### src/rtl/ivp_pkg.sv
// shared types, register indexes and reset values for the input voltage monitor
package ivp_pkg;

  // supply mode codes
  typedef enum logic [1:0] {
    MODE_OFF     = 2'd0,
    MODE_ON      = 2'd1,
    MODE_REDUCED = 2'd2
  } ivp_mode_t;

  // configuration register indexes
  localparam int unsigned CfgIdxW = 3;
  localparam int unsigned CfgDataW = 16;

  localparam logic [CfgIdxW-1:0] REG_POWER_ON_LEVEL    = 3'd0;
  localparam logic [CfgIdxW-1:0] REG_RESTORE_LEVEL     = 3'd1;
  localparam logic [CfgIdxW-1:0] REG_OFF_LEVEL         = 3'd2;
  localparam logic [CfgIdxW-1:0] REG_REDUCE_LOW_LEVEL  = 3'd3;
  localparam logic [CfgIdxW-1:0] REG_REDUCE_HIGH_LEVEL = 3'd4;
  localparam logic [CfgIdxW-1:0] REG_OFF_DELAY_MS      = 3'd5;
  localparam logic [CfgIdxW-1:0] REG_STARTUP_WINDOW_MS = 3'd6;

  // register reset values
  localparam logic [11:0] RST_POWER_ON_LEVEL    = 12'd2200;
  localparam logic [11:0] RST_RESTORE_LEVEL     = 12'd2000;
  localparam logic [11:0] RST_OFF_LEVEL         = 12'd1600;
  localparam logic [11:0] RST_REDUCE_LOW_LEVEL  = 12'd1700;
  localparam logic [11:0] RST_REDUCE_HIGH_LEVEL = 12'd1900;
  localparam logic [15:0] RST_OFF_DELAY_MS      = 16'd3000;
  localparam logic [15:0] RST_STARTUP_WINDOW_MS = 16'd5000;

  // input word
  typedef struct packed {
    logic [11:0] voltage_sample;
    logic [31:0] now_ms;
  } ivp_in_t;

  // result word
  typedef struct packed {
    logic [1:0] supply_mode;
    logic       power_down_flag;
    logic       startup_flag;
  } ivp_out_t;

  // configuration register set
  typedef struct packed {
    logic [11:0] power_on_level;
    logic [11:0] restore_level;
    logic [11:0] off_level;
    logic [11:0] reduce_low_level;
    logic [11:0] reduce_high_level;
    logic [15:0] off_delay_ms;
    logic [15:0] startup_window_ms;
  } ivp_cfg_t;

  // monitor state carried from word to word
  typedef struct packed {
    ivp_mode_t   mode;
    logic        window_passed;
    logic [31:0] last_transition_ms;
    logic        delay_done;
    logic        first_sample;
    logic        reduced_flag;
    logic        startup_flag;
  } ivp_state_t;

endpackage

### src/rtl/ivp_cfg_regs.sv
// configuration registers of the input voltage monitor
module ivp_cfg_regs (
  input  logic                          clk,
  input  logic                          rst,
  input  logic                          cfg_we,
  input  logic [ivp_pkg::CfgIdxW-1:0]   cfg_index,
  input  logic [ivp_pkg::CfgDataW-1:0]  cfg_data,
  output ivp_pkg::ivp_cfg_t             cfg
);

  // register writes, unknown index ignored
  always_ff @(posedge clk) begin
    if (rst) begin
      cfg.power_on_level    <= ivp_pkg::RST_POWER_ON_LEVEL;
      cfg.restore_level     <= ivp_pkg::RST_RESTORE_LEVEL;
      cfg.off_level         <= ivp_pkg::RST_OFF_LEVEL;
      cfg.reduce_low_level  <= ivp_pkg::RST_REDUCE_LOW_LEVEL;
      cfg.reduce_high_level <= ivp_pkg::RST_REDUCE_HIGH_LEVEL;
      cfg.off_delay_ms      <= ivp_pkg::RST_OFF_DELAY_MS;
      cfg.startup_window_ms <= ivp_pkg::RST_STARTUP_WINDOW_MS;
    end else if (cfg_we) begin
      case (cfg_index)
        ivp_pkg::REG_POWER_ON_LEVEL:    cfg.power_on_level    <= cfg_data[11:0];
        ivp_pkg::REG_RESTORE_LEVEL:     cfg.restore_level     <= cfg_data[11:0];
        ivp_pkg::REG_OFF_LEVEL:         cfg.off_level         <= cfg_data[11:0];
        ivp_pkg::REG_REDUCE_LOW_LEVEL:  cfg.reduce_low_level  <= cfg_data[11:0];
        ivp_pkg::REG_REDUCE_HIGH_LEVEL: cfg.reduce_high_level <= cfg_data[11:0];
        ivp_pkg::REG_OFF_DELAY_MS:      cfg.off_delay_ms      <= cfg_data;
        ivp_pkg::REG_STARTUP_WINDOW_MS: cfg.startup_window_ms <= cfg_data;
        default: ;
      endcase
    end
  end

endmodule

### src/rtl/ivp_step.sv
// single-word step of the supply monitor: next state and result from current state
module ivp_step (
  input  ivp_pkg::ivp_state_t state,
  input  ivp_pkg::ivp_cfg_t   cfg,
  input  ivp_pkg::ivp_in_t    in_word,
  output ivp_pkg::ivp_state_t state_next,
  output ivp_pkg::ivp_out_t   result
);

  logic [11:0] v;
  logic [31:0] now;
  logic [31:0] elapsed;
  logic [31:0] base_ms;
  logic        base_done;
  logic        window_now;
  logic        delay_hit;

  // elapsed time and first-sample fix-up
  always_comb begin
    v          = in_word.voltage_sample;
    now        = in_word.now_ms;
    elapsed    = now - state.last_transition_ms;
    base_ms    = state.first_sample ? now : state.last_transition_ms;
    base_done  = state.first_sample ? 1'b1 : state.delay_done;
    window_now = state.window_passed || (elapsed >= {16'd0, cfg.startup_window_ms});
    delay_hit  = elapsed >= {16'd0, cfg.off_delay_ms};
  end

  // next mode, window, transition time and delay state
  // flags follow the mode held before the step
  always_comb begin
    state_next.mode               = state.mode;
    state_next.window_passed      = window_now;
    state_next.last_transition_ms = base_ms;
    state_next.delay_done         = base_done;
    state_next.first_sample       = 1'b0;
    state_next.reduced_flag       = state.reduced_flag;
    state_next.startup_flag       = state.startup_flag;
    case (state.mode)
      ivp_pkg::MODE_ON: begin
        state_next.reduced_flag = 1'b0;
        state_next.startup_flag = 1'b1;
        if (v < cfg.off_level) begin
          state_next.window_passed      = 1'b1;
          state_next.mode               = ivp_pkg::MODE_OFF;
          state_next.last_transition_ms = now;
          state_next.delay_done         = 1'b0;
        end else if (v > cfg.reduce_low_level && v < cfg.reduce_high_level) begin
          state_next.mode               = ivp_pkg::MODE_REDUCED;
          state_next.last_transition_ms = now;
        end
      end
      ivp_pkg::MODE_REDUCED: begin
        state_next.reduced_flag = 1'b1;
        if (v > cfg.restore_level) begin
          state_next.mode               = ivp_pkg::MODE_ON;
          state_next.last_transition_ms = now;
        end else if (v < cfg.off_level) begin
          state_next.mode               = ivp_pkg::MODE_OFF;
          state_next.last_transition_ms = now;
          state_next.delay_done         = 1'b0;
        end
      end
      default: begin
        // off, and any unused code treated as off
        state_next.mode = ivp_pkg::MODE_OFF;
        if (!base_done) begin
          if (delay_hit) begin
            state_next.delay_done   = 1'b1;
            state_next.startup_flag = 1'b0;
          end
          if (v > cfg.restore_level) begin
            state_next.mode               = ivp_pkg::MODE_ON;
            state_next.last_transition_ms = now;
          end
        end else if ((!window_now && v > cfg.power_on_level) ||
                     (window_now && v > cfg.restore_level)) begin
          state_next.mode               = ivp_pkg::MODE_ON;
          state_next.last_transition_ms = now;
          state_next.delay_done         = 1'b0;
        end
      end
    endcase
  end

  // result word
  always_comb begin
    result.supply_mode     = state_next.mode;
    result.power_down_flag = state_next.reduced_flag;
    result.startup_flag    = state_next.startup_flag;
  end

endmodule

### src/rtl/input_voltage_protection_fsm.sv
// Input voltage protection monitor: off / on / reduced power with hysteresis.
// Pipeline: two register stages (input register, then result register); a word
// waits in the input register while the result side stalls.
// Throughput: one word per cycle while the result side does not stall.
// Reset (synchronous, active high): mode off, startup flag set, delay done,
// first sample pending, thresholds back to their default values.
module input_voltage_protection_fsm (
  input  logic                          clk,
  input  logic                          rst,
  input  logic                          in_valid,
  output logic                          in_stall,
  input  ivp_pkg::ivp_in_t              in_word,
  output logic                          out_valid,
  input  logic                          out_stall,
  output ivp_pkg::ivp_out_t             out_word,
  input  logic                          cfg_we,
  input  logic [ivp_pkg::CfgIdxW-1:0]   cfg_index,
  input  logic [ivp_pkg::CfgDataW-1:0]  cfg_data
);

  ivp_pkg::ivp_cfg_t   cfg;
  ivp_pkg::ivp_state_t state;
  ivp_pkg::ivp_state_t state_next;
  ivp_pkg::ivp_in_t    hold_word;
  ivp_pkg::ivp_out_t   result;
  logic                hold_valid;
  logic                out_free;
  logic                step_fire;

  ivp_cfg_regs u_cfg (
    .clk       (clk),
    .rst       (rst),
    .cfg_we    (cfg_we),
    .cfg_index (cfg_index),
    .cfg_data  (cfg_data),
    .cfg       (cfg)
  );

  ivp_step u_step (
    .state      (state),
    .cfg        (cfg),
    .in_word    (hold_word),
    .state_next (state_next),
    .result     (result)
  );

  // handshake between the two register stages
  assign out_free  = !out_valid || !out_stall;
  assign step_fire = hold_valid && out_free;
  assign in_stall  = hold_valid && !out_free;

  // input register
  always_ff @(posedge clk) begin
    if (rst) begin
      hold_valid <= 1'b0;
    end else if (!in_stall) begin
      hold_valid <= in_valid;
    end
  end

  always_ff @(posedge clk) begin
    if (!in_stall && in_valid) begin
      hold_word <= in_word;
    end
  end

  // monitor state advances once per word stepped
  always_ff @(posedge clk) begin
    if (rst) begin
      state.mode               <= ivp_pkg::MODE_OFF;
      state.window_passed      <= 1'b0;
      state.last_transition_ms <= 32'd0;
      state.delay_done         <= 1'b1;
      state.first_sample       <= 1'b1;
      state.reduced_flag       <= 1'b0;
      state.startup_flag       <= 1'b1;
    end else if (step_fire) begin
      state <= state_next;
    end
  end

  // result register
  always_ff @(posedge clk) begin
    if (rst) begin
      out_valid <= 1'b0;
    end else if (out_free) begin
      out_valid <= step_fire;
    end
  end

  always_ff @(posedge clk) begin
    if (step_fire) begin
      out_word <= result;
    end
  end

endmodule
### config.mk
export PLATFORM = sky130hd
export DESIGN_NAME = input_voltage_protection_fsm
export DESIGN_NICKNAME = d
export VERILOG_FILES = /design/src/rtl/ivp_pkg.sv /design/src/rtl/ivp_cfg_regs.sv /design/src/rtl/ivp_step.sv /design/src/rtl/input_voltage_protection_fsm.sv
export SDC_FILE = /design/constraint.sdc
export NUM_CORES = 1
export LEC_CHECK = 0
export BUFFER_PORTS_ARGS = -buffer_cell sky130_fd_sc_hd__buf_2
export CORE_ASPECT_RATIO = 1.4
export CORE_MARGIN = 5
export CORE_UTILIZATION = 35
export CTS_CLUSTER_DIAMETER = 50
export DETAILED_ROUTE_END_ITERATION = 8
export PLACE_DENSITY = 0.63
export SYNTH_ARGS = -nofsm -noshare
export SYNTH_HDL_FRONTEND = slang
export SYNTH_SLANG_ARGS = --single-unit
### constraint.sdc
create_clock -name clk -period 6.9 [get_ports clk]
set_input_delay 0 -clock clk [delete_from_list [all_inputs] [get_ports clk]]
set_output_delay 0 -clock clk [all_outputs]
set_load 0.005 [all_outputs]
==> results of run 1 <==
[per-layer routing]
| layer | part of all wire | routed length, um | up-vias |
|---|---|---|---|
| met3 | 0.031 | 883 | 41 |
| met5 | 0 | 0 | - |
| li1 | - | - | 4558 |
| met1 | 0.41 | 11400 | 4336 |
| met4 | 0.021 | 601 | 0 |
| met2 | 0.54 | 15200 | 187 |
[final cells by class]
type / count / area share
multi-input combinational: 859 / 0.464
clock inverter: 15 / 0.0160
tap: 385 / 0.0381
clock buffer: 17 / 0.0337
sequential: 181 / 0.325
inverter: 134 / 0.0398
antenna: 1 / 0.000198
timing repair buffer: 144 / 0.0834
[cells by family (layout without fill, tap and decap cells)]
logic type	Yosys count	after routing	share of synthesized area
buffers and inverters	179	310	0.0666
other	0	1	0
xor gates and xnor gates	22	22	0.0181
DFF	181	181	0.385
adders and majority gates	124	124	0.146
and+or+nand+nor	353	353	0.149
muxes	17	17	0.0169
AOI/OAI and AO/OA	343	343	0.218
[worst max path at each step]
| stage | depth (start not counted) | endpoint |
|---|---|---|
| CTS | 18 | state[13]$_SDFFE_PP0P_ |
| detailed placement | 18 | state[13]$_SDFFE_PP0P_ |
| floorplan | 18 | state[10]$_SDFFE_PP0P_ |
| global placement | 18 | state[33]$_SDFFE_PP0P_ |
| global route | 18 | state[26]$_SDFFE_PP0P_ |
| finish | 18 | state[13]$_SDFFE_PP0P_ |
[stage by stage]
step | instances | util | instance area (um^2)
CTS | 1735 | 0.421 | 12600
global route | 1736 | 0.421 | 12600
finish | 1736 | 0.421 | 12600
detailed placement | 1641 | 0.379 | 11400
floorplan | 1219 | - | 10700
global placement | 1641 | 0.379 | 11400
[layout by cell type, fill, tap and decap left out, types with 46 or more instances in the layout]
cell / netlist / final
nand2_1: 191 / 191
inv_1: 134 / 133
dfxtp_1: 133 / 133
ha_1: 123 / 123
a21oi_1: 114 / 114
buf_2: 5 / 73
dlygate4sd3_1: 0 / 62
nor2_1: 51 / 51
edfxtp_1: 48 / 48
o211ai_1: 46 / 46
[power by group]
part | switching (uW) | total [uW] | internal [uW]
combinational | 329 | 565 | 236
sequential | 32.5 | 1170 | 1140
clock | 477 | 1040 | 560
total | 838 | 2770 | 1930
[critical path, delay by kind of cell, from the launching register on]
family                   cells  cell delay (ps)
AO/OA/AOI/OAI                7             1650
XOR/XNOR                     1              250
adder cells (fa/ha/maj)      3              950
buffers and inverters        2              410
flip-flops                   1              350
multiplexers                 1              430
AND/OR/NAND/NOR              4              870
[state kept, by name (all words and copies together) (netlist names)]
signal and count:
hold_valid 1, state 39, hold_word 44, out_valid 1
out_word 4, u_cfg.cfg 92
==> impl_metrics.toml, run 1 <==
[power]
power.density_nw_per_um2 = 219
p_total_uw = 2770
leakagePower_uw = 0.00522
ir_drop_v = 0.000168

[clock_tree]
postCtsResizedCells = 0
cts_buffer_depth = 2
cts_hold_buf = 62
htreeDepth = 4
cts_setup_buffers = 0
cts_made_buffers = 17
clock-sinks = 181
clk_latency_ps = 440
cts_tree = "done"
path_clk_slew_ps = 80
cts_root_buffer = "clkbuf_16"

[global_routing]
gr-total-overflow = 0
busiest_layer = "met2"
grt_pass1_wl_mm = 45.9
grt_max_degree = 76
grt_use_met3 = 0.0210
grt_pass1_vias = 9195
grt_util_met2 = 0.316
grtUsageMet1 = 0.190
antenna_found_initial = 1
track_usage = 0.166

[final_layout]
fin_nets = 1529
seq_area_um2 = 4100
multiInputGateArea_um2 = 5860
nFillCells = 3029
area_delta_synth_final_pct = 18.6
final_layout_size_suffix_gt1_frac = 0.107

[detailed_routing]
via_per_inst = 5.25
drc = 0
first_pass_iters = 5
finalWirelength_mm = 28.1
drt_iter0_drc = 460
ant_nets = 0
post_drt_wl_per_cell_um = 16.2
routed-via-count = 9122

[timing]
tightest_slew_ps = 962
finalCritPeriodShare = 0.721
slew_violations = 0
fin_skew_ps = 12.6
worst_slack_ps = 1930
grt_setup_unrepaired = "false"
fmax_mhz = 201
min_period_ps = 4970
max-slew-margin-rel = 0.357
setup_viol = 0
fin_setup_tns_ps = 0
hold_viol = 0
whs_ps = 104

[logic_synthesis]
synth-seq-cells = 181
yosysMostFrequentCell = "nand2_1"
synthesis.nets = 1411
synth_common_cells = "191 x nand2_1, 134 x inv_1, 133 x dfxtp_1"
synth_top_cell_area_share = 0.250
ys_warn_count = 0
synth_top_flop_cell = "dfxtp_1"
synth-edff-count = 48
avgSynthCellArea_um2 = 8.74
synthCells = 1219
ys_seq_area_frac = 0.385
synthTopCellsByArea = "dfxtp_1 25%, ha_1 14%, edfxtp_1 14%, nand2_1 6.7%, a21oi_1 5.4%"
ys_types = 67
ys_async_sr_fraction = 0
synth_area_um2 = 10700
yosysTopAreaCell = "dfxtp_1"

[flow_run]
maxCapViolCount = 0

[critical_path]
path_cells = "inv_1 -> ha_1 -> fa_1 -> nand2b_1 -> a21o_1 -> a211o_1 -> and3b_1 -> xnor2_1 -> ha_1 -> a21oi_1 -> o21ai_0 -> nor3_1 -> o21ai_0 -> nor4_1 -> mux2_2 -> a311oi_4 -> buf_4 -> a22o_1"
max_stage_delay_ps = 470
cp-end-kind = "flop"
r2r_start = "hold_word[0]$_DFFE_PP_"
ff2ff_path_depth = 18
worstSetupPathType = "flop to flop"
cp_data_arrival_time_ps = 5350
crit_path_start_kind = "flop"
startpoint = "hold_word[0]$_DFFE_PP_"
path_max_fanout = 19
reg2reg_to = "state[13]$_SDFFE_PP0P_"
reg2reg_slack_ps = 1930
critPathSlowestCell = "a311oi_4"
cp.required_ps = 7280

[die]
die_y_um = 216
ioPinCount = 74
die-area_um2 = 34100
die_w_um = 157
initial_core_util = 0.355
rows = 75
core_um2 = 30000

[placement]
dp_hpwl_mm = 21.1
port_buffers = 73
place_ws_ps = 1910
gp_congestion = 0.894

[min_path]
min_from = "cfg_index[0]"
min_delay_path_depth = 3
hp-class = "input pin to flop"
min_to = "u_cfg.cfg[34]$_SDFFE_PP1P_"

[status]
status = "finished clean"
(Power assumes the default switching activity.)
==> run 2: changes to the inputs <==
ABC_AREA = 1   (was unset)
PLACE_DENSITY = 0.64   (was 0.63)
clock period = 4 ns   (was 6.9 ns; I/O delays follow)
==> impl_metrics.toml, run 2 <==
[power]
leakagePower_uw = 0.00750
power.density_nw_per_um2 = 342
ir_drop_v = 0.000262

[logic_synthesis]
synthCells = 1980
synthesis.nets = 2172
synthTopCellsByArea = "dfxtp_1 20%, nand2_1 13%, ha_1 12%, edfxtp_1 11%, inv_1 9.7%"
synth-edff-count = 48
synth_area_um2 = 13300
synth_top_flop_cell = "dfxtp_1"
ys_seq_area_frac = 0.310
ys_warn_count = 0
ys_async_sr_fraction = 0
yosysMostFrequentCell = "nand2_1"
avgSynthCellArea_um2 = 6.70
synth_top_cell_area_share = 0.201
ys_types = 49
yosysTopAreaCell = "dfxtp_1"
synth_common_cells = "456 x nand2_1, 343 x inv_1, 193 x a21oi_1"
synth-seq-cells = 181

[critical_path]
path_max_fanout = 7
max_stage_delay_ps = 450
crit_family = "simple AND/OR/NAND/NOR gates"
r2r_start = "hold_word[8]$_DFFE_PP_"
worstSetupPathType = "flop to flop"
cp-end-kind = "flop"
cp_data_arrival_time_ps = 4060
cp_common_cell = "nand2_1"
crit_path_start_kind = "flop"
startpoint = "hold_word[8]$_DFFE_PP_"
path_cells = "ha_1 -> nand2_1 -> inv_2 -> nand2_1 -> nand2_1 -> clkinv_1 -> nand3_2 -> xor2_2 -> ha_1 -> inv_1 -> nor3_1 -> a211oi_1 -> nand2_1 -> a21oi_1 -> buf_4 -> nand3_1 -> nand2_4 -> nand2_4 -> nand3_4 -> buf_12 -> nand2_2 -> a21oi_1 -> nor2_1"
critPathSlowestCell = "edfxtp_1"
cp.required_ps = 4330
crit_buf_inv = 5
reg2reg_slack_ps = 270

[placement]
dp_hpwl_mm = 32.5
place_ws_ps = -33.7
gp_congestion = 0.940
port_buffers = 73

[global_routing]
gr-total-overflow = 0
grt_pass1_wl_mm = 67.0
grtUsageMet1 = 0.219
track_usage = 0.201
antenna_found_initial = 1
busiest_layer = "met2"
grt_max_degree = 66
grt_use_met3 = 0.0256
grt_pass1_vias = 12800
grt_util_met2 = 0.368

[clock_tree]
clock-sinks = 181
cts_tree = "done"
cts_root_buffer = "clkbuf_16"
path_clk_slew_ps = 70
clk_latency_ps = 440
cts_made_buffers = 17
htreeDepth = 4
cts_buffer_depth = 2

[detailed_routing]
via_per_inst = 5.21
first_pass_iters = 5
routed-via-count = 13400
drc = 0
drt_iter0_drc = 1088
finalWirelength_mm = 42.7
post_drt_wl_per_cell_um = 16.6
ant_nets = 0

[die]
initial_core_util = 0.353
core_um2 = 37500
ioPinCount = 74
rows = 84
die_y_um = 240
die_w_um = 174
die-area_um2 = 41900

[min_path]
min_from = "cfg_index[0]"
hp-class = "input pin to flop"

[final_layout]
biggestRegsByFlops = "u_cfg.cfg: 92 flops, hold_word: 44 flops, state: 39 flops"
n_antenna_cell = 0
largest_register_ffs = 92
final_cell_mix = "455 x nand2_1, 342 x inv_1, 193 x a21oi_1"
nFillCells = 3895
area_delta_synth_final_pct = 16.4
seq_area_um2 = 4110
top_register = "u_cfg.cfg"
fin_nets = 2288
final_layout_size_suffix_gt1_frac = 0.0888
final_common_cell = "nand2_1"
multiInputGateArea_um2 = 7560

[timing]
fin_skew_ps = 21.4
whs_ps = 134
slew_violations = 0
worst_slack_ps = 269
tightest_slew_ps = 1120
hold_viol = 0
max-slew-margin-rel = 0.255
finalCritPeriodShare = 0.933
fmax_mhz = 268
setup_viol = 0
min_period_ps = 3730

[status]
status = "finished clean"

[flow_run]
maxCapViolCount = 0
run 2: cell count changes after synthesis, sizes merged, moves of 76 or more:
| cell | previous run | this run |
|---|---|---|
| nand3 | 21 | 116 |
| inv | 134 | 349 |
| nand2 | 191 | 465 |
| o21ai | 42 | 188 |
| a21oi | 120 | 203 |
| nor2 | 51 | 127 |
run 2: tightest hold or removal path: stages:
cell and delay, ps:
buf_2 100, nor2_1 40, inv_1 60, nor2_1 150, o211ai_1 190
run 2: path summary, 6_finish.rpt:
check / endpoint / depth (start not counted)
max: state[34]$_SDFFE_PP0P_ / 23
min: u_cfg.cfg[62]$_SDFFE_PP1P_ / 5
max reg2reg: state[34]$_SDFFE_PP0P_ / 23
min reg2reg: u_cfg.cfg[57]$_SDFFE_PP0P_ / 2
run 2: timing repair:
item	CTS	global route
endpoints found under the setup margin	15	35
hold buffers	64	0
resized for setup	3	10
endpoints found under the hold margin	140	0
buffers inserted	0	1
gates cloned	0	0
run 2: area by class of cell:
type / instances / area share
Clock buffer: 19 / 0.0293
Tap cell: 473 / 0.0383
Sequential cell: 181 / 0.266
Multi-Input combinational cell: 1369 / 0.490
Clock inverter: 11 / 0.00584
Inverter: 354 / 0.0862
Timing Repair Buffer: 173 / 0.0843
run 2: cell families (layout without fill, tap and decap cells):
| kind of cell | after synthesis | after routing | synth area share |
|---|---|---|---|
| AO/OA/AOI/OAI | 466 | 466 | 0.193 |
| XOR/XNOR | 17 | 17 | 0.0112 |
| adder cells (fa/ha/maj) | 124 | 124 | 0.118 |
| buffers and inverters | 430 | 557 | 0.125 |
| flip-flops | 181 | 181 | 0.310 |
| AND/OR/NAND/NOR | 762 | 762 | 0.243 |
run 2: report_power, final:
| group | internal [uW] | switching [uW] | leakage [uW] |
|---|---|---|---|
| Clock | 838 | 762 | 0.000274 |
| Combinational | 589 | 1040 | 0.00567 |
| Sequential | 1980 | 74.9 | 0.00156 |
run 2: per-layer routing:
metal,part of all wire,vias to the layer above
li1,-,6722
met1,0.39,6147
met2,0.50,486
met3,0.045,93
met4,0.064,0
met5,0,-
run 2: per-stage QoR:
stage	area, um^2	util	instances	setup TNS (ps)	total power (uW)
floorplan	13300	-	1980	0	3160
global placement	14200	0.378	2485	-113	3620
detailed placement	14200	0.378	2485	-80.1	3650
CTS	15400	0.410	2579	0	5300
global route	15400	0.411	2580	-2.99	5620
finish	15400	0.411	2580	0	5280
